**src/hdl/sfb_pkg.sv**
```systemverilog
`timescale 1ns / 1ps
// ----------------------------------------------------------------------------
// sfb_pkg
// Shared types and constants for the sepia / fade / brightness pixel filter.
// ----------------------------------------------------------------------------
package sfb_pkg;

    // APB register map: register i at byte address 4*i
    localparam int CFG_ADDR_W = 3;
    localparam logic REG_VINTAGE = 1'b0;
    localparam logic REG_BRIGHT  = 1'b1;

    localparam logic [6:0] BRIGHT_RESET   = 7'd50;
    localparam logic [6:0] BRIGHT_MAX     = 7'd100;
    localparam logic [6:0] BRIGHT_NEUTRAL = 7'd50;

    // Sepia mix, coefficients scaled by 1000: [out channel][in channel]
    localparam logic [9:0] SEPIA_K [3][3] = '{
        '{10'd393, 10'd769, 10'd189},
        '{10'd349, 10'd686, 10'd168},
        '{10'd272, 10'd534, 10'd131}
    };

    // floor(x/1000) = (x*DIV1000_M) >> DIV1000_SH, exact for x < 493999
    localparam logic [18:0] DIV1000_M  = 19'd268436;
    localparam int          DIV1000_SH = 28;
    // floor(x/100) = (x*5243) >> 19, exact for x < 43699
    localparam logic [12:0] DIV100_M   = 13'd5243;
    // floor(x/10) = (x*52429) >> 19, exact for x < 2^18
    localparam logic [15:0] DIV10_M    = 16'd52429;

    localparam logic [7:0] CH_MAX = 8'd255;
    localparam logic [3:0] FADE_R_ADD = 4'd10;
    localparam logic [3:0] FADE_G_ADD = 4'd5;

    typedef struct packed {
        logic [7:0] red_in;
        logic [7:0] green_in;
        logic [7:0] blue_in;
        logic [7:0] alpha_in;
    } pixel_t;

    typedef struct packed {
        logic [7:0] red_out;
        logic [7:0] green_out;
        logic [7:0] blue_out;
        logic [7:0] alpha_out;
    } result_t;

    // Per-stage sideband that travels with each transaction
    typedef struct packed {
        logic              valid;
        logic              vintage;
        logic signed [7:0] offset;
        logic [7:0]        red;
        logic [7:0]        green;
        logic [7:0]        blue;
        logic [7:0]        alpha;
    } ctl_t;

endpackage

```
**src/hdl/sfb_cfg.sv**
```systemverilog
`timescale 1ns / 1ps
// ----------------------------------------------------------------------------
// sfb_cfg
// APB register file; also holds the brightness offset, worked out on write.
// ----------------------------------------------------------------------------
module sfb_cfg (
    input  logic                          clk,
    input  logic                          rst_n,
    input  logic                          psel,
    input  logic                          penable,
    input  logic                          pwrite,
    input  logic [sfb_pkg::CFG_ADDR_W-1:0] paddr,
    input  logic [31:0]                   pwdata,
    output logic [31:0]                   prdata,
    output logic                          pready,
    output logic                          vintage,
    output logic signed [7:0]             offset
);
    import sfb_pkg::*;

    logic              vintage_reg;
    logic [6:0]        bright_reg;
    logic signed [7:0] offset_reg;
    logic signed [7:0] offset_next;
    logic              wr_en;
    logic [6:0]        bsat;
    logic [5:0]        mag;
    logic [13:0]       scaled;
    logic [26:0]       prod;
    logic [7:0]        qmag;

    assign pready = 1'b1;
    // registers sit on word boundaries only
    assign wr_en  = psel & penable & pwrite & (paddr[1:0] == 2'b00);

    // offset = trunc((min(b,100)-50)*255/100)
    always_comb
    begin
        bsat   = (pwdata[6:0] > BRIGHT_MAX) ? BRIGHT_MAX : pwdata[6:0];
        mag    = (bsat >= BRIGHT_NEUTRAL) ? 6'(bsat - BRIGHT_NEUTRAL)
                                          : 6'(BRIGHT_NEUTRAL - bsat);
        scaled = (14'(mag) << 8) - 14'(mag);
        prod   = 27'(scaled) * 27'(DIV100_M);
        qmag   = {1'b0, prod[25:19]};
        offset_next = (bsat >= BRIGHT_NEUTRAL) ? $signed(qmag) : -$signed(qmag);
    end

    always_ff @(posedge clk or negedge rst_n)
    begin
        if (!rst_n)
        begin
            vintage_reg <= 1'b0;
            bright_reg  <= BRIGHT_RESET;
            offset_reg  <= '0;
        end
        else if (wr_en)
        begin
            unique case (paddr[2])
                REG_VINTAGE:
                begin
                    vintage_reg <= pwdata[0];
                end
                REG_BRIGHT:
                begin
                    bright_reg <= pwdata[6:0];
                    offset_reg <= offset_next;
                end
                default:
                begin
                end
            endcase
        end
    end

    always_comb
    begin
        unique case (paddr[2])
            REG_VINTAGE: prdata = {31'b0, vintage_reg};
            REG_BRIGHT:  prdata = {25'b0, bright_reg};
            default:     prdata = '0;
        endcase
    end

    assign vintage = vintage_reg;
    assign offset  = offset_reg;

endmodule

```
**src/hdl/sfb_sepia.sv**
```systemverilog
`timescale 1ns / 1ps
// ----------------------------------------------------------------------------
// sfb_sepia
// Two stages: 3x3 sepia mix sums, then divide by 1000 and clamp.
// ----------------------------------------------------------------------------
module sfb_sepia (
    input  logic          clk,
    input  logic          rst_n,
    input  sfb_pkg::ctl_t ctl_in,
    output sfb_pkg::ctl_t ctl_out,
    output logic [7:0]    sep_r,
    output logic [7:0]    sep_g,
    output logic [7:0]    sep_b
);
    import sfb_pkg::*;

    ctl_t        ctl_a_reg;
    ctl_t        ctl_b_reg;
    logic [18:0] sum_reg  [3];
    logic [18:0] sum_next [3];
    logic [7:0]  sep_reg  [3];
    logic [7:0]  sep_next [3];
    logic [37:0] prod     [3];
    logic [9:0]  quot     [3];

    always_comb
    begin
        for (int c = 0; c < 3; c++)
        begin
            sum_next[c] = 19'(SEPIA_K[c][0]) * 19'(ctl_in.red)
                        + 19'(SEPIA_K[c][1]) * 19'(ctl_in.green)
                        + 19'(SEPIA_K[c][2]) * 19'(ctl_in.blue);
        end
    end

    always_comb
    begin
        for (int c = 0; c < 3; c++)
        begin
            prod[c]     = 38'(sum_reg[c]) * 38'(DIV1000_M);
            quot[c]     = prod[c][DIV1000_SH+9:DIV1000_SH];
            sep_next[c] = (quot[c] > 10'(CH_MAX)) ? CH_MAX : quot[c][7:0];
        end
    end

    always_ff @(posedge clk or negedge rst_n)
    begin
        if (!rst_n)
        begin
            ctl_a_reg <= '0;
            ctl_b_reg <= '0;
        end
        else
        begin
            ctl_a_reg <= ctl_in;
            ctl_b_reg <= ctl_a_reg;
        end
    end

    always_ff @(posedge clk)
    begin
        sum_reg <= sum_next;
        sep_reg <= sep_next;
    end

    assign ctl_out = ctl_b_reg;
    assign sep_r   = sep_reg[0];
    assign sep_g   = sep_reg[1];
    assign sep_b   = sep_reg[2];

endmodule

```
**src/hdl/sfb_fade.sv**
```systemverilog
`timescale 1ns / 1ps
// ----------------------------------------------------------------------------
// sfb_fade
// Two stages: scale by fade numerators, then reciprocal divide, bias, clamp.
// ----------------------------------------------------------------------------
module sfb_fade (
    input  logic          clk,
    input  logic          rst_n,
    input  sfb_pkg::ctl_t ctl_in,
    input  logic [7:0]    sep_r,
    input  logic [7:0]    sep_g,
    input  logic [7:0]    sep_b,
    output sfb_pkg::ctl_t ctl_out,
    output logic [7:0]    fade_r,
    output logic [7:0]    fade_g,
    output logic [7:0]    fade_b
);
    import sfb_pkg::*;

    ctl_t        ctl_a_reg;
    ctl_t        ctl_b_reg;
    logic [14:0] r95_reg;
    logic [11:0] g9_reg;
    logic [9:0]  b3_reg;
    logic [27:0] r_prod;
    logic [27:0] g_prod;
    logic [9:0]  r_sum;
    logic [9:0]  g_sum;
    logic [7:0]  fade_r_reg;
    logic [7:0]  fade_g_reg;
    logic [7:0]  fade_b_reg;
    logic [7:0]  fade_r_next;
    logic [7:0]  fade_g_next;
    logic [7:0]  fade_b_next;

    always_comb
    begin
        // r*95/100 + 10, g*9/10 + 5, b*3/4
        r_prod = 28'(r95_reg) * 28'(DIV100_M);
        g_prod = 28'(g9_reg) * 28'(DIV10_M);
        r_sum  = 10'(r_prod[27:19]) + 10'(FADE_R_ADD);
        g_sum  = 10'(g_prod[27:19]) + 10'(FADE_G_ADD);
        fade_r_next = (r_sum > 10'(CH_MAX)) ? CH_MAX : r_sum[7:0];
        fade_g_next = (g_sum > 10'(CH_MAX)) ? CH_MAX : g_sum[7:0];
        fade_b_next = b3_reg[9:2];
    end

    always_ff @(posedge clk or negedge rst_n)
    begin
        if (!rst_n)
        begin
            ctl_a_reg <= '0;
            ctl_b_reg <= '0;
        end
        else
        begin
            ctl_a_reg <= ctl_in;
            ctl_b_reg <= ctl_a_reg;
        end
    end

    always_ff @(posedge clk)
    begin
        r95_reg    <= 15'(sep_r) * 15'd95;
        g9_reg     <= 12'(sep_g) * 12'd9;
        b3_reg     <= 10'(sep_b) * 10'd3;
        fade_r_reg <= fade_r_next;
        fade_g_reg <= fade_g_next;
        fade_b_reg <= fade_b_next;
    end

    assign ctl_out = ctl_b_reg;
    assign fade_r  = fade_r_reg;
    assign fade_g  = fade_g_reg;
    assign fade_b  = fade_b_reg;

endmodule

```
**src/hdl/sfb_bright.sv**
```systemverilog
`timescale 1ns / 1ps
// ----------------------------------------------------------------------------
// sfb_bright
// Final stage: vintage bypass select, signed brightness offset, clamp.
// ----------------------------------------------------------------------------
module sfb_bright (
    input  logic             clk,
    input  logic             rst_n,
    input  sfb_pkg::ctl_t    ctl_in,
    input  logic [7:0]       fade_r,
    input  logic [7:0]       fade_g,
    input  logic [7:0]       fade_b,
    output logic             done,
    output sfb_pkg::result_t result
);
    import sfb_pkg::*;

    logic              done_reg;
    result_t           result_reg;
    result_t           result_next;
    logic [7:0]        chan  [3];
    logic [7:0]        outc  [3];
    logic signed [9:0] total [3];

    always_comb
    begin
        chan[0] = ctl_in.vintage ? fade_r : ctl_in.red;
        chan[1] = ctl_in.vintage ? fade_g : ctl_in.green;
        chan[2] = ctl_in.vintage ? fade_b : ctl_in.blue;
        for (int c = 0; c < 3; c++)
        begin
            total[c] = $signed({2'b00, chan[c]}) + 10'(ctl_in.offset);
            if (total[c] < 0)
            begin
                outc[c] = '0;
            end
            else if (total[c] > $signed(10'(CH_MAX)))
            begin
                outc[c] = CH_MAX;
            end
            else
            begin
                outc[c] = total[c][7:0];
            end
        end
        result_next.red_out   = outc[0];
        result_next.green_out = outc[1];
        result_next.blue_out  = outc[2];
        result_next.alpha_out = ctl_in.alpha;
    end

    always_ff @(posedge clk or negedge rst_n)
    begin
        if (!rst_n)
        begin
            done_reg <= 1'b0;
        end
        else
        begin
            done_reg <= ctl_in.valid;
        end
    end

    always_ff @(posedge clk)
    begin
        result_reg <= result_next;
    end

    assign done   = done_reg;
    assign result = result_reg;

endmodule

```
**src/hdl/sepia_fade_brightness_pixel.sv**
```systemverilog
`timescale 1ns / 1ps
// ----------------------------------------------------------------------------
// sepia_fade_brightness_pixel
// RGBA pixel filter: optional sepia mix and fade, then brightness offset.
// ----------------------------------------------------------------------------
// Usage:
//   Input channel: drive pixel and pulse start; a transaction is taken at
//   every rising edge with start high and busy low. busy is always low, so
//   one pixel can be issued every clock with no gaps.
//   Output channel: done is high for exactly one cycle with the filtered
//   pixel on result. The receiver has no back-pressure and must take it.
//   Throughput: one pixel per clock. done and result are registered in the
//   last pipeline stage, after the brightness add + clamp.
//   Pipeline: input register, sepia sums, divide by 1000 + clamp, fade
//   scaling, fade reciprocal divide + bias, brightness add + clamp. Each
//   stage holds at most one multiplier level; a valid bit travels with it.
//   Configuration: APB, vintage_enable at 0x0, brightness at 0x4. The
//   brightness offset is computed once on the write and travels with each
//   pixel. Reprogram only while the pipeline is empty.
//   Reset: rst_n clears all valid bits and loads vintage_enable = 0,
//   brightness = 50 (neutral); in-flight pixels are dropped.
// ----------------------------------------------------------------------------
module sepia_fade_brightness_pixel (
    input  logic                           clk,
    input  logic                           rst_n,
    input  logic                           start,
    output logic                           busy,
    input  sfb_pkg::pixel_t                pixel,
    output logic                           done,
    output sfb_pkg::result_t               result,
    input  logic                           psel,
    input  logic                           penable,
    input  logic                           pwrite,
    input  logic [sfb_pkg::CFG_ADDR_W-1:0] paddr,
    input  logic [31:0]                    pwdata,
    output logic [31:0]                    prdata,
    output logic                           pready
);
    import sfb_pkg::*;

    logic              vintage;
    logic signed [7:0] offset;
    ctl_t              in_reg;
    ctl_t              sep_ctl;
    ctl_t              fade_ctl;
    logic [7:0]        sep_r;
    logic [7:0]        sep_g;
    logic [7:0]        sep_b;
    logic [7:0]        fade_r;
    logic [7:0]        fade_g;
    logic [7:0]        fade_b;

    // Fully pipelined: never refuses a transaction
    assign busy = 1'b0;

    sfb_cfg u_cfg (
        .clk     (clk),
        .rst_n   (rst_n),
        .psel    (psel),
        .penable (penable),
        .pwrite  (pwrite),
        .paddr   (paddr),
        .pwdata  (pwdata),
        .prdata  (prdata),
        .pready  (pready),
        .vintage (vintage),
        .offset  (offset)
    );

    // Stage 1: capture pixel together with the active configuration
    always_ff @(posedge clk or negedge rst_n)
    begin
        if (!rst_n)
        begin
            in_reg <= '0;
        end
        else
        begin
            in_reg.valid   <= start & ~busy;
            in_reg.vintage <= vintage;
            in_reg.offset  <= offset;
            in_reg.red     <= pixel.red_in;
            in_reg.green   <= pixel.green_in;
            in_reg.blue    <= pixel.blue_in;
            in_reg.alpha   <= pixel.alpha_in;
        end
    end

    // Stages 2-3: sepia mix
    sfb_sepia u_sepia (
        .clk     (clk),
        .rst_n   (rst_n),
        .ctl_in  (in_reg),
        .ctl_out (sep_ctl),
        .sep_r   (sep_r),
        .sep_g   (sep_g),
        .sep_b   (sep_b)
    );

    // Stages 4-5: fade
    sfb_fade u_fade (
        .clk     (clk),
        .rst_n   (rst_n),
        .ctl_in  (sep_ctl),
        .sep_r   (sep_r),
        .sep_g   (sep_g),
        .sep_b   (sep_b),
        .ctl_out (fade_ctl),
        .fade_r  (fade_r),
        .fade_g  (fade_g),
        .fade_b  (fade_b)
    );

    // Stage 6: bypass select, brightness, output register
    sfb_bright u_bright (
        .clk    (clk),
        .rst_n  (rst_n),
        .ctl_in (fade_ctl),
        .fade_r (fade_r),
        .fade_g (fade_g),
        .fade_b (fade_b),
        .done   (done),
        .result (result)
    );

endmodule
```
**config.mk**
```make
export PLATFORM = sky130hd
export DESIGN_NAME = sepia_fade_brightness_pixel
export DESIGN_NICKNAME = d
export VERILOG_FILES = /design/src/hdl/sfb_pkg.sv /design/src/hdl/sfb_cfg.sv /design/src/hdl/sfb_sepia.sv /design/src/hdl/sfb_fade.sv /design/src/hdl/sfb_bright.sv /design/src/hdl/sepia_fade_brightness_pixel.sv
export SDC_FILE = /design/constraint.sdc
export NUM_CORES = 2
export LEC_CHECK = 0
export BUFFER_PORTS_ARGS = -buffer_cell sky130_fd_sc_hd__buf_4
export CORE_ASPECT_RATIO = 1.1
export CORE_MARGIN = 3
export CORE_UTILIZATION = 60
export CTS_BUF_LIST = sky130_fd_sc_hd__clkbuf_2 sky130_fd_sc_hd__clkbuf_4 sky130_fd_sc_hd__clkbuf_8
export CTS_CLUSTER_SIZE = 24
export DETAILED_ROUTE_END_ITERATION = 7
export GPL_TIMING_DRIVEN = 1
export HOLD_SLACK_MARGIN = 0.06
export PLACE_DENSITY = 0.81
export SYNTH_ARGS = -nofsm -noshare
export SYNTH_HDL_FRONTEND = slang
export SYNTH_SLANG_ARGS = --single-unit
```
**constraint.sdc**
```tcl
create_clock -name clk -period 15.4 [get_ports clk]
set_clock_uncertainty 0.2 [all_clocks]
set_input_delay 3.08 -clock clk [delete_from_list [all_inputs] [get_ports clk]]
set_output_delay 3.08 -clock clk [all_outputs]
set_load 0.05 [all_outputs]
```
==> run summary <==
Outcome: finished clean
Drt initial violations: 1,016
Critical Path Fanout Max: 10
Post-CTS setup buffer count: 0
Synth cell count leaders: ha_1, inv_1, fa_1, dfrtp_1, dfxtp_1
Area of the multi-input gates: 0.0316 sq mm
Placed Cells: 5,320
Post-synth EDFFs: 0
Cell taking the most area after synthesis: ha_1
Ys Warns: 0
Layout cells sized above 1: 0.0603
Final wirelength: 91,900 um
DR WL/cell: 16.9 um
Post-Synth Simple-Gate Area: 0.0489
Die width: 267 um
Sequential cell area: 0.00913 sq mm
Setup TNS: 0 ps
DPL Wire Length: 75,100 um
Die H: 293 um
Critical Path Start Type: primary input
Mapped cell area: 0.0451 sq mm
Cells after synthesis: 4,292
Nets: 6,131
Grt total ovfl: 0
Placer Congestion: 0.903
Mean area per synthesized cell: 10.5 sq um
Max Fclk: 0.0849 GHz
Rows: 104
CTS Buffer Depth: 3
Rel. slew slack: 0.258
Slowest stage delay, CP: 590 ps
Top cells by area, synth: ha_1, fa_1, dfrtp_1, inv_1, dfxtp_1
Worst-Skew Late Latency: 680 ps
Worst-Margin Slew: 1110 ps
Max Transition Viols Final: 0
Critical Path RT: 15,740 ps
Gr usage total: 0.246
Dpl ws: 3060 ps
Starting Density: 0.611
Vias: 29,200
Largest family of logic cells by synthesized area: adder cells
Yosys reg bits: 399
CTS H-tree depth: 2
Post-CTS sizing: 0
Filler cells: 5,401
Vias in the first global route: 32,200
Clock transition at path regs: 80 ps
Clock sinks: 399
Setup violators final: 0
Clock Root Buffer: clkbuf_8
PortBufs: 87
Final min period: 11,780 ps
Worst Hold Class: reg2reg
Core ar.: 0.0738 sq mm
Vias per Instance: 5.37
Register area share after synthesis: 0.203
Initial antenna violation count: 5
First-pass GRT wire length: 155,000 um
Hold Fails Final Rpt: 0
Max-cap violations: 0
Area delta synth->final: 6.93%
Hold-fix buffers, CTS: 0
RSZ-0062 raised after global routing: no
Top Ports: 140
Critical path type: in2reg
First-pass DRT Iterations: 8
CTS tree: yes
Post-synth top flop: dfrtp_1
Die Area: 0.0784 sq mm
Crit path arrival time: 12,120 ps
Top cell type's share of synthesized area: 0.310
Fin util: 0.653
XOR/XNOR Fraction of Synth Area: 0.0352
Crit share post-route: 0.765
Largest net degree at the start of global routing: 95
Crit. End Element: flop
Fin cells: 5,434
Final ANT Viol Nets: 0
FFs w/ async S/R, synth: 0.569
Synth Area in Compound Gates: 0.0677
Adder-cell share of the synthesized area: 0.538
Setup slack after layout: 3620 ps
Drt drc: 0
Count leader, synth: ha_1
Slowest-stage cell, CP: xnor2_1
CTS buffer count: 60
Mux cell area share after synthesis: 0.00903
Yosys cell types: 85
Largest register FFs: 57
-- final cells by class --
type	count	share of cell area
multi-input cells	2773	0.656
clock buffers	94	0.0250
inverters	1098	0.0855
clock inverters	19	0.00403
well taps	954	0.0248
diodes	1	0.0000519
repair buffers	96	0.0151
flip-flops and latches	399	0.189
-- through the flow --
stage / cell area (sq um) / hold slack [ps]
finish: 48200 / 108
global route: 48200 / 98.6
CTS: 48200 / 83.2
detailed placement: 46800 / 119
global placement: 46800 / 111
floorplan: 45200 / 110
-- layout by cell type (no fill, tap or decap), types with 6 or more instances in the layout --
master / instances
buf_4: 95
nand2b_1: 18
o21bai_1: 34
o211ai_1: 21
a21o_1: 55
nor2b_1: 27
clkbuf_8: 80
mux2_2: 29
inv_1: 1095
nand4_1: 21
o21ai_1: 28
or2_1: 9
or2_2: 7
xor2_1: 49
nor2_1: 99
o41ai_1: 6
nand3_1: 33
o21ai_0: 60
clkbuf_4: 14
ha_1: 1115
nor4_1: 7
a211oi_1: 19
dfxtp_1: 172
conb_1: 27
or3_1: 21
dfrtp_1: 224
nor3_1: 42
o21a_1: 46
and3_1: 6
fa_1: 515
a31oi_1: 7
clkinv_2: 10
nand2_1: 97
mux2i_1: 8
a21oi_1: 121
a31o_2: 6
and2_1: 20
xnor2_1: 132
a21boi_1: 7
-- metal layers --
metal  vias up  GRT usage  part of all wire
met5         -          0           0.00016
met4         2     0.0793             0.033
met3       214     0.0291             0.043
met2       581      0.452              0.52
met1     14300      0.299              0.41
li1      14000          -                 -
-- final timing paths --
kind	startpoint	end	slack [ps]	cells past startpoint
hold reg to reg	u_fade.ctl_a_reg[15]	u_fade.ctl_out[15]	110	0
min in group asynchronous	rst_n	u_sepia.ctl_out[4]	2140	1
hold / removal	u_fade.ctl_a_reg[15]	u_fade.ctl_out[15]	110	0
setup / recovery	pwdata[4]	u_cfg.offset[6]	3620	35
max in group asynchronous	rst_n	u_sepia.ctl_a_reg[31]	11290	2
setup reg to reg	in_reg[20]	u_sepia.sum_reg[15]	7920	29
-- critical path, delay by kind of cell --
family                     cells  cell delay, ps
adders and majority gates      8            3100
and+or+nand+nor               10            2300
AOI/OAI and AO/OA              8            1910
xor gates and xnor gates       3             960
muxes                          1             400
buffers and inverters          5             360
-- cell families (layout without fill, tap and decap cells) --
group	Yosys count	after routing
AO/OA/AOI/OAI	465	465
AND/OR/NAND/NOR	433	433
other	2	28
buffers and inverters	1145	1307
multiplexers	37	37
adder cells (fa/ha/maj)	1630	1630
XOR/XNOR	181	181
flip-flops	399	399
Power is left out: the tool's default activity adds up to more than one toggle a clock period on the data nets, which glitch-free logic cannot reach.
